==> config.mk <==
export PLATFORM = sky130hd
export DESIGN_NAME = multichannel_fade_dimmer
export DESIGN_NICKNAME = d
export VERILOG_FILES = /design/src/hw/rtl/mfd_pkg.sv /design/src/hw/rtl/mfd_front.sv /design/src/hw/rtl/mfd_fifo.sv /design/src/hw/rtl/mfd_back.sv /design/src/hw/rtl/multichannel_fade_dimmer.sv
export SDC_FILE = /design/constraint.sdc
export NUM_CORES = 1
export LEC_CHECK = 0
export ABC_AREA = 1
export BUFFER_PORTS_ARGS = -buffer_cell sky130_fd_sc_hd__buf_2
export CORE_MARGIN = 3
export CORE_UTILIZATION = 30
export DETAILED_ROUTE_END_ITERATION = 12
export PLACE_DENSITY = 0.51
export SLEW_MARGIN = 25
export SYNTH_ARGS = -nofsm -noshare
export SYNTH_HDL_FRONTEND = slang
export SYNTH_SLANG_ARGS = --single-unit
export TNS_END_PERCENT = 10
==> constraint.sdc <==
create_clock -name clk -period 3.8 [get_ports clk]
set_input_delay 0.76 -clock clk [delete_from_list [all_inputs] [get_ports clk]]
set_output_delay 0.76 -clock clk [all_outputs]
set_load 0.01 [all_outputs]
==> src/hw/rtl/mfd_pkg.sv <==
// Shared types and constants for the multichannel fade dimmer.
// Used by the front, queue, back and top-level modules; no dependencies.
package mfd_pkg;

    // channel store geometry
    localparam int CHANNELS = 8;
    localparam int CH_W     = 3;
    localparam int VAL_W    = 8;
    localparam int CMD_W    = 3;
    localparam int IN_CH_W  = 8;

    // request queue between front and back
    localparam int QDEPTH = 2;
    localparam int PTR_W  = (QDEPTH > 1) ? $clog2(QDEPTH) : 1;
    localparam int CNT_W  = $clog2(QDEPTH + 1);

    // accumulator full mark
    localparam logic [VAL_W-1:0] ACC_FULL = 8'hFF;

    // command codes on the input channel
    localparam logic [CMD_W-1:0] CMD_TICK       = 3'd0;
    localparam logic [CMD_W-1:0] CMD_SET_LEVEL  = 3'd1;
    localparam logic [CMD_W-1:0] CMD_SET_SPEED  = 3'd2;
    localparam logic [CMD_W-1:0] CMD_SET_TARGET = 3'd3;
    localparam logic [CMD_W-1:0] CMD_CLEAR      = 3'd4;

    // classified operation handed to the back end
    typedef enum logic [2:0] {
        OP_TICK,
        OP_SET_LEVEL,
        OP_SET_SPEED,
        OP_SET_TARGET,
        OP_CLEAR,
        OP_BAD
    } op_t;

    typedef struct packed {
        op_t              op;
        logic [CH_W-1:0]  ch;
        logic [VAL_W-1:0] value;
    } mfd_req_t;

    // back end sequencer states
    typedef enum logic [1:0] {
        ST_IDLE = 2'b01,
        ST_TICK = 2'b10
    } back_state_t;

endpackage

==> src/hw/rtl/mfd_front.sv <==
// Front end: takes input requests, classifies them and pushes them to the queue.
// Depends on mfd_pkg.
module mfd_front (
    input  logic                        in_valid,
    output logic                        in_stall,
    input  logic [mfd_pkg::CMD_W-1:0]   command,
    input  logic [mfd_pkg::IN_CH_W-1:0] channel,
    input  logic [mfd_pkg::VAL_W-1:0]   value,
    input  logic                        q_full,
    output logic                        q_push,
    output mfd_pkg::mfd_req_t           q_req
);
    import mfd_pkg::*;

    logic ch_ok;
    logic cmd_known;

    // range check on the channel number
    assign ch_ok = (channel < IN_CH_W'(CHANNELS));

    // decode command into an operation
    always_comb
    begin
        q_req.op    = OP_TICK;
        q_req.ch    = channel[CH_W-1:0];
        q_req.value = value;
        cmd_known   = 1'b1;
        unique case (command)
            CMD_TICK:       q_req.op = OP_TICK;
            CMD_SET_LEVEL:  q_req.op = ch_ok ? OP_SET_LEVEL : OP_BAD;
            CMD_SET_SPEED:  q_req.op = ch_ok ? OP_SET_SPEED : OP_BAD;
            CMD_SET_TARGET: q_req.op = ch_ok ? OP_SET_TARGET : OP_BAD;
            CMD_CLEAR:      q_req.op = OP_CLEAR;
            default:        cmd_known = 1'b0;
        endcase
    end

    // undefined commands are taken and dropped
    assign in_stall = q_full;
    assign q_push   = in_valid && !q_full && cmd_known;

endmodule

==> src/hw/rtl/mfd_fifo.sv <==
// Short request queue that decouples the front end from the back end.
// Depends on mfd_pkg.
module mfd_fifo (
    input  logic                      clk,
    input  logic                      rst_n,
    input  logic                      push,
    input  mfd_pkg::mfd_req_t         push_req,
    input  logic                      pop,
    output logic                      q_valid,
    output logic                      q_full,
    output mfd_pkg::mfd_req_t         q_head,
    output logic [mfd_pkg::CNT_W-1:0] q_count
);
    import mfd_pkg::*;

    mfd_req_t            slot_reg [QDEPTH];
    logic [PTR_W-1:0]    wr_ptr_reg;
    logic [PTR_W-1:0]    wr_ptr_next;
    logic [PTR_W-1:0]    rd_ptr_reg;
    logic [PTR_W-1:0]    rd_ptr_next;
    logic [CNT_W-1:0]    count_reg;
    logic [CNT_W-1:0]    count_next;
    logic                do_push;
    logic                do_pop;

    assign q_valid = (count_reg != '0);
    assign q_full  = (count_reg == CNT_W'(QDEPTH));
    assign q_head  = slot_reg[rd_ptr_reg];
    assign q_count = count_reg;
    assign do_push = push && !q_full;
    assign do_pop  = pop && q_valid;

    // pointer and fill count update
    always_comb
    begin
        wr_ptr_next = wr_ptr_reg;
        rd_ptr_next = rd_ptr_reg;
        count_next  = count_reg;
        if (do_push)
        begin
            wr_ptr_next = (wr_ptr_reg == PTR_W'(QDEPTH - 1)) ? '0 : wr_ptr_reg + 1'b1;
        end
        if (do_pop)
        begin
            rd_ptr_next = (rd_ptr_reg == PTR_W'(QDEPTH - 1)) ? '0 : rd_ptr_reg + 1'b1;
        end
        if (do_push && !do_pop)
        begin
            count_next = count_reg + 1'b1;
        end
        else if (do_pop && !do_push)
        begin
            count_next = count_reg - 1'b1;
        end
    end

    always_ff @(posedge clk or negedge rst_n)
    begin
        if (!rst_n)
        begin
            wr_ptr_reg <= '0;
            rd_ptr_reg <= '0;
            count_reg  <= '0;
        end
        else
        begin
            wr_ptr_reg <= wr_ptr_next;
            rd_ptr_reg <= rd_ptr_next;
            count_reg  <= count_next;
        end
    end

    // queue storage
    always_ff @(posedge clk)
    begin
        if (do_push)
        begin
            slot_reg[wr_ptr_reg] <= push_req;
        end
    end

endmodule

==> src/hw/rtl/mfd_back.sv <==
// Back end: holds the channel store, runs commands and ticks, drives the result register.
// Depends on mfd_pkg.
module mfd_back (
    input  logic                      clk,
    input  logic                      rst_n,
    input  logic                      q_valid,
    input  mfd_pkg::mfd_req_t         q_head,
    output logic                      q_pop,
    output logic                      out_valid,
    input  logic                      out_stall,
    output logic [mfd_pkg::CH_W-1:0]  out_channel,
    output logic [mfd_pkg::VAL_W-1:0] level,
    output logic                      bad_channel,
    output logic                      last
);
    import mfd_pkg::*;

    back_state_t      state_reg;
    back_state_t      state_next;
    logic [CH_W-1:0]  cnt_reg;
    logic [CH_W-1:0]  cnt_next;

    logic [VAL_W-1:0] cur_reg  [CHANNELS];
    logic [VAL_W-1:0] cur_next [CHANNELS];
    logic [VAL_W-1:0] tgt_reg  [CHANNELS];
    logic [VAL_W-1:0] tgt_next [CHANNELS];
    logic [VAL_W-1:0] spd_reg  [CHANNELS];
    logic [VAL_W-1:0] spd_next [CHANNELS];
    logic [VAL_W-1:0] acc_reg  [CHANNELS];
    logic [VAL_W-1:0] acc_next [CHANNELS];

    logic             ovalid_reg;
    logic             ovalid_next;
    logic [CH_W-1:0]  och_reg;
    logic [CH_W-1:0]  och_next;
    logic [VAL_W-1:0] olvl_reg;
    logic [VAL_W-1:0] olvl_next;
    logic             obad_reg;
    logic             obad_next;
    logic             olast_reg;
    logic             olast_next;

    logic             out_free;
    logic             tick_last;
    logic [VAL_W:0]   acc_sum;
    logic             acc_full;
    logic             moving;
    logic [VAL_W-1:0] fade_lvl;
    logic [VAL_W-1:0] fade_acc;

    assign out_free  = !ovalid_reg || !out_stall;
    assign tick_last = (cnt_reg == CH_W'(CHANNELS - 1));

    // fade step for the channel the tick sequencer points at
    always_comb
    begin
        acc_sum  = {1'b0, acc_reg[cnt_reg]} + {1'b0, spd_reg[cnt_reg]};
        acc_full = (acc_sum >= {1'b0, ACC_FULL});
        moving   = (cur_reg[cnt_reg] != tgt_reg[cnt_reg]);
        fade_lvl = cur_reg[cnt_reg];
        fade_acc = acc_reg[cnt_reg];
        if (moving)
        begin
            if (acc_full)
            begin
                fade_acc = '0;
                fade_lvl = (cur_reg[cnt_reg] < tgt_reg[cnt_reg]) ?
                           cur_reg[cnt_reg] + 1'b1 : cur_reg[cnt_reg] - 1'b1;
            end
            else
            begin
                fade_acc = acc_sum[VAL_W-1:0];
            end
        end
    end

    // sequencer, store update and result selection
    always_comb
    begin
        state_next  = state_reg;
        cnt_next    = cnt_reg;
        cur_next    = cur_reg;
        tgt_next    = tgt_reg;
        spd_next    = spd_reg;
        acc_next    = acc_reg;
        ovalid_next = ovalid_reg;
        och_next    = och_reg;
        olvl_next   = olvl_reg;
        obad_next   = obad_reg;
        olast_next  = olast_reg;
        q_pop       = 1'b0;
        if (out_free)
        begin
            ovalid_next = 1'b0;
        end
        unique case (state_reg)
            ST_IDLE:
            begin
                if (q_valid && out_free)
                begin
                    q_pop      = 1'b1;
                    och_next   = q_head.ch;
                    olvl_next  = cur_reg[q_head.ch];
                    obad_next  = 1'b0;
                    olast_next = 1'b1;
                    unique case (q_head.op)
                        OP_TICK:
                        begin
                            state_next = ST_TICK;
                            cnt_next   = '0;
                        end
                        OP_SET_LEVEL:
                        begin
                            cur_next[q_head.ch] = q_head.value;
                            tgt_next[q_head.ch] = q_head.value;
                            olvl_next           = q_head.value;
                            ovalid_next         = 1'b1;
                        end
                        OP_SET_SPEED:
                        begin
                            spd_next[q_head.ch] = q_head.value;
                            ovalid_next         = 1'b1;
                        end
                        OP_SET_TARGET:
                        begin
                            tgt_next[q_head.ch] = q_head.value;
                            ovalid_next         = 1'b1;
                        end
                        OP_CLEAR:
                        begin
                            for (int i = 0; i < CHANNELS; i++)
                            begin
                                cur_next[i] = '0;
                                tgt_next[i] = '0;
                                spd_next[i] = '0;
                                acc_next[i] = '0;
                            end
                            och_next    = '0;
                            olvl_next   = '0;
                            ovalid_next = 1'b1;
                        end
                        OP_BAD:
                        begin
                            och_next    = '0;
                            olvl_next   = '0;
                            obad_next   = 1'b1;
                            ovalid_next = 1'b1;
                        end
                        default:
                        begin
                            ovalid_next = 1'b0;
                        end
                    endcase
                end
            end
            ST_TICK:
            begin
                if (out_free)
                begin
                    cur_next[cnt_reg] = fade_lvl;
                    acc_next[cnt_reg] = fade_acc;
                    och_next          = cnt_reg;
                    olvl_next         = fade_lvl;
                    obad_next         = 1'b0;
                    olast_next        = tick_last;
                    ovalid_next       = 1'b1;
                    cnt_next          = cnt_reg + 1'b1;
                    if (tick_last)
                    begin
                        state_next = ST_IDLE;
                        cnt_next   = '0;
                    end
                end
            end
            default:
            begin
                state_next = ST_IDLE;
            end
        endcase
    end

    // control state and channel store
    always_ff @(posedge clk or negedge rst_n)
    begin
        if (!rst_n)
        begin
            state_reg  <= ST_IDLE;
            cnt_reg    <= '0;
            ovalid_reg <= 1'b0;
            for (int i = 0; i < CHANNELS; i++)
            begin
                cur_reg[i] <= '0;
                tgt_reg[i] <= '0;
                spd_reg[i] <= '0;
                acc_reg[i] <= '0;
            end
        end
        else
        begin
            state_reg  <= state_next;
            cnt_reg    <= cnt_next;
            ovalid_reg <= ovalid_next;
            cur_reg    <= cur_next;
            tgt_reg    <= tgt_next;
            spd_reg    <= spd_next;
            acc_reg    <= acc_next;
        end
    end

    // result payload
    always_ff @(posedge clk)
    begin
        och_reg   <= och_next;
        olvl_reg  <= olvl_next;
        obad_reg  <= obad_next;
        olast_reg <= olast_next;
    end

    assign out_valid   = ovalid_reg;
    assign out_channel = och_reg;
    assign level       = olvl_reg;
    assign bad_channel = obad_reg;
    assign last        = olast_reg;

endmodule

==> src/hw/rtl/multichannel_fade_dimmer.sv <==
// Multichannel fade dimmer top level: front end, request queue, back end.
// A set, clear or bad-channel request passes a queue slot, then the result register.
// Throughput: one such request per cycle while the output is not stalled and no tick runs;
// a tick holds the back end while the single fade unit visits the channels in turn.
// Reset (rst_n, async, active low) zeroes every channel's level, target, speed and
// accumulator, empties the queue and drops any pending result.
module multichannel_fade_dimmer (
    input  logic                        clk,
    input  logic                        rst_n,
    input  logic                        in_valid,
    output logic                        in_stall,
    input  logic [mfd_pkg::CMD_W-1:0]   command,
    input  logic [mfd_pkg::IN_CH_W-1:0] channel,
    input  logic [mfd_pkg::VAL_W-1:0]   value,
    output logic                        out_valid,
    input  logic                        out_stall,
    output logic [mfd_pkg::CH_W-1:0]    out_channel,
    output logic [mfd_pkg::VAL_W-1:0]   level,
    output logic                        bad_channel,
    output logic                        last
);
    import mfd_pkg::*;

    logic             q_full;
    logic             q_push;
    mfd_req_t         q_req;
    logic             q_valid;
    logic             q_pop;
    mfd_req_t         q_head;
    logic [CNT_W-1:0] q_count;

    // request classification
    mfd_front u_front (
        .in_valid (in_valid),
        .in_stall (in_stall),
        .command  (command),
        .channel  (channel),
        .value    (value),
        .q_full   (q_full),
        .q_push   (q_push),
        .q_req    (q_req)
    );

    // request queue
    mfd_fifo u_fifo (
        .clk      (clk),
        .rst_n    (rst_n),
        .push     (q_push),
        .push_req (q_req),
        .pop      (q_pop),
        .q_valid  (q_valid),
        .q_full   (q_full),
        .q_head   (q_head),
        .q_count  (q_count)
    );

    // execution and result register
    mfd_back u_back (
        .clk         (clk),
        .rst_n       (rst_n),
        .q_valid     (q_valid),
        .q_head      (q_head),
        .q_pop       (q_pop),
        .out_valid   (out_valid),
        .out_stall   (out_stall),
        .out_channel (out_channel),
        .level       (level),
        .bad_channel (bad_channel),
        .last        (last)
    );

`ifndef NO_ASSERTIONS
    // queue fill never exceeds its depth
    a_q_bound: assert property (@(posedge clk) disable iff (!rst_n)
        q_count <= CNT_W'(QDEPTH))
        else $error("request queue overfilled");

    // a bad-channel result is a single zeroed result
    a_bad_result: assert property (@(posedge clk) disable iff (!rst_n)
        out_valid && bad_channel |-> last && out_channel == '0 && level == '0)
        else $error("bad-channel result malformed");

    // the back end only pops a queue that holds a request
    a_pop_nonempty: assert property (@(posedge clk) disable iff (!rst_n)
        q_pop |-> q_valid)
        else $error("pop from empty request queue");

    // a result that is not the last of a tick is followed by the next channel
    a_tick_order: assert property (@(posedge clk) disable iff (!rst_n)
        out_valid && !out_stall && !last |=> out_valid
            && out_channel == $past(out_channel) + 1'b1)
        else $error("tick results out of channel order");
`endif

endmodule
==> flow_summary.yaml <==
status:
  outcome: "finished, violations left"
  violations_in_the_final_reports: "negative setup slack"
power:
  combinationalPowerShare: 0.564
  power.share.sequential: 0.251
  power_density_nw_per_um2: 957
  switching_power_mw: 9.48
  power_switching_share: 0.461
  power.static_leakage_nw: 10.1
  vdd_drop_max_uv: 1100
  p_int_mw: 11.1
  power.total_mw: 20.6
  clock_power_share: 0.185
critical_path:
  timing.critical_path.slowest_cell_delay_ns: 0.45
  worst-path-max-fanout: 8
  start_kind: "flip-flop"
  worst-path-buf-inv: 9
  crit_slowest_cell: "sky130_fd_sc_hd__dfrtp_2"
  setup.worst_path.end_class: "flip-flop"
  worstSetupPathType: "flip-flop to flip-flop"
  crit_arrival_ns: 4.44
  worstSetupStartpoint: "u_back.cnt_reg[1]"
  cpLargestDelayFamily: "buffers and inverters"
  worst_r2r_startpoint: "u_back.cnt_reg[1]"
  cp.required_ns: 4.29
floorplanning:
  full_die_area_um2: 57500
  initial_core_util: 0.304
  floorplan.core_area_um2: 53900
  die_y_um: 240
  ios: 38
  core.rowCount: 85
  chipWidth_um: 240
detailed_routing:
  ant_nets: 0
  drt_wl_total_um: 69300
  drcViolationCount: 0
  vias_per_cell: 5.36
  drt_iter0_drc: 1920
  vias: 16300
  avgRoutedWirePerCell_um: 22.7
  drt-pass1-iter-count: 6
yosys:
  synthesis.instances: 2087
  synth_largest_type_area_fraction: 0.404
  synth.cell_area_um2: 16400
  dominantRegCellSynth: "sky130_fd_sc_hd__dfrtp_1"
  synth_area_leaders: "sky130_fd_sc_hd__dfrtp_1 (40%), sky130_fd_sc_hd__nand2_1 (15%), sky130_fd_sc_hd__edfxtp_1 (7.5%)"
  yosysTopAreaCell: "sky130_fd_sc_hd__dfrtp_1"
  top_post_synthesis_cells_by_count: "sky130_fd_sc_hd__nand2_1 (638), sky130_fd_sc_hd__dfrtp_1 (265), sky130_fd_sc_hd__inv_1 (226)"
  synth.most_common_cell: "sky130_fd_sc_hd__nand2_1"
  avgSynthCellArea_um2: 7.86
  synth_sequential_area_ratio: 0.481
  synth.ff_latch_count: 307
  count_of_flip_flops_with_a_built_in_enable_after_synthesis: 41
  synthesis.yosys.warnings: 0
  synth.lib_cells_used.distinct: 50
  ys_async_sr_fraction: 0.866
  syn_nets: 2140
cts:
  clk_pin_slew_worst_paths_ns: 0.06
  cts_hold_buf: 0
  cts.htree.levels: 2
  clock_sink_count: 307
  cts_inserted_buffers: 38
  clk_latency_ns: 0.56
  clock-root-buffer: "sky130_fd_sc_hd__clkbuf_16"
  clockBufferDepth: 3
  cts_tree: "done"
hold_path:
  min-delay-path-class: "primary input to async pin"
finish:
  num-nets-final: 2380
  final_cell_area_um2: 21500
  antenna_cells_inserted: 0
  post_layout_nonfiller_instances: 3050
  layout_stage_area_growth_over_the_synthesis_result_pct: 31.1
  share_of_the_core_filled_with_cells_in_the_final_layout: 0.399
  drive_gt1_frac: 0.238
place:
  placed_cell_count: 2957
  gp_congestion: 0.985
  dp_hpwl_um: 51800
  place.port_buffers: 37
  placed_area_um2: 19100
  place_worst_setup_slack_ns: -0.737
timing:
  final_min_period_over_clock_period: 1.04
  tightestPinTransition_ns: 0.784
  hold_slack_ns: 0.204
  skew_ns: 0.0209
  rsz0062_at_grt: "yes"
  fin_ws_ns: -0.151
  finalSetupViolations: 111
  setup_tns_ns: -8.53
  hold_viol: 0
  relSlewSlack: 0.477
  timing_max_transition_violations_final: 0
  fmax_mhz: 253
  final.min_clock_period_ns: 3.95
global_routing:
  number_of_global_route_vias_before_repair: 15800
  grt_first_pass_wirelength_um: 103000
  antenna_found_initial: 0
  groute.usage.overall: 0.240
  grt_overflow: 0
  grt_start_max_net_pins: 74
job:
  drv_cap: 0
cells in the final DEF, fill, tap and decap left out, drive strengths merged, types with 2 or more instances in the layout:
cell | synthesis | layout
a21oi | 148 | 148
o2bb2ai | 3 | 3
a221oi | 25 | 25
o2111ai | 15 | 15
o21bai | 3 | 3
o31ai | 8 | 8
clkinv | 7 | 17
nand3 | 53 | 53
a22oi | 36 | 36
dfrtp | 265 | 265
o21ai | 114 | 114
a211oi | 2 | 2
edfxtp | 41 | 41
bufinv | 0 | 5
fa | 2 | 2
o22ai | 48 | 48
nand4 | 68 | 68
clkbuf | 44 | 52
a22o | 10 | 10
nor3 | 12 | 12
xor2 | 6 | 6
buf | 33 | 276
nor2 | 197 | 197
ha | 28 | 28
inv | 242 | 242
mux2 | 20 | 20
nand2 | 645 | 645
or2 | 2 | 2
power by group through the flow:
stage | sequential, mW | clock, mW | combinational, mW
global route | 5.24 | 4.02 | 12.5
floorplan | 4.93 | 0 | 5.42
finish | 5.16 | 3.82 | 11.6
detailed placement | 5.11 | 0 | 9.95
global placement | 5.11 | 0 | 9.90
CTS | 5.11 | 3.88 | 10.8
per-layer routing:
| layer | global-route usage | vias to the layer above | part of all wire |
|---|---|---|---|
| met5 | 0 | - | 0 |
| met4 | 0.0727 | 0 | 0.030 |
| met3 | 0.0500 | 112 | 0.086 |
| met2 | 0.362 | 764 | 0.43 |
| met1 | 0.347 | 8042 | 0.45 |
| li1 | - | 7429 | - |
cells by family after synthesis:
kind of cell    count (synthesis)  synth area share
compound gates                418             0.153
xor+xnor                        7           0.00374
fa+ha+maj                      30            0.0238
buf+inv                       326            0.0773
flops                         307             0.481
mux                            21            0.0143
simple gates                  978             0.247
worst paths after layout:
kind	end	slack, ns	cells past startpoint
setup / recovery	u_back.cur_reg[6]	-0.15	29
max in group asynchronous	u_back.cur_reg[17]	2.64	2
setup reg to reg	u_back.cur_reg[6]	-0.15	29
hold / removal	u_back.cur_reg[56]	0.20	1
hold reg to reg	u_back.spd_reg[30]	0.47	2
min in group clk	u_fifo.slot_reg[1][3]	0.39	1
worst register-to-register path, delay by kind of cell, from the launching register on:
kind | cells | cell delay (ns)
and+or+nand+nor | 12 | 1.02
adders and majority gates | 2 | 0.64
DFF | 1 | 0.45
buffers and inverters | 9 | 1.17
AOI/OAI and AO/OA | 6 | 0.64
final cells by class:
class | instances | area, µm²
multi-input cells | 1454 | 8100
flip-flops and latches | 307 | 7890
repair buffers | 277 | 2420
well taps | 696 | 871
clock inverters | 15 | 205
fillers | 5392 | 32400
inverters | 249 | 945
clock buffers | 52 | 1070
what timing repair did:
| action | 4_1_cts | 5_1_grt |
|---|---|---|
| setup endpoints to repair | 136 | 128 |
| gates resized for setup | 135 | 76 |
| pin swaps | 44 | 31 |
| hold endpoints to repair | 0 | 0 |
| buffers inserted | 19 | 8 |
| gates cloned | 1 | 0 |
No activity file was read; power rests on OpenSTA's default activity.
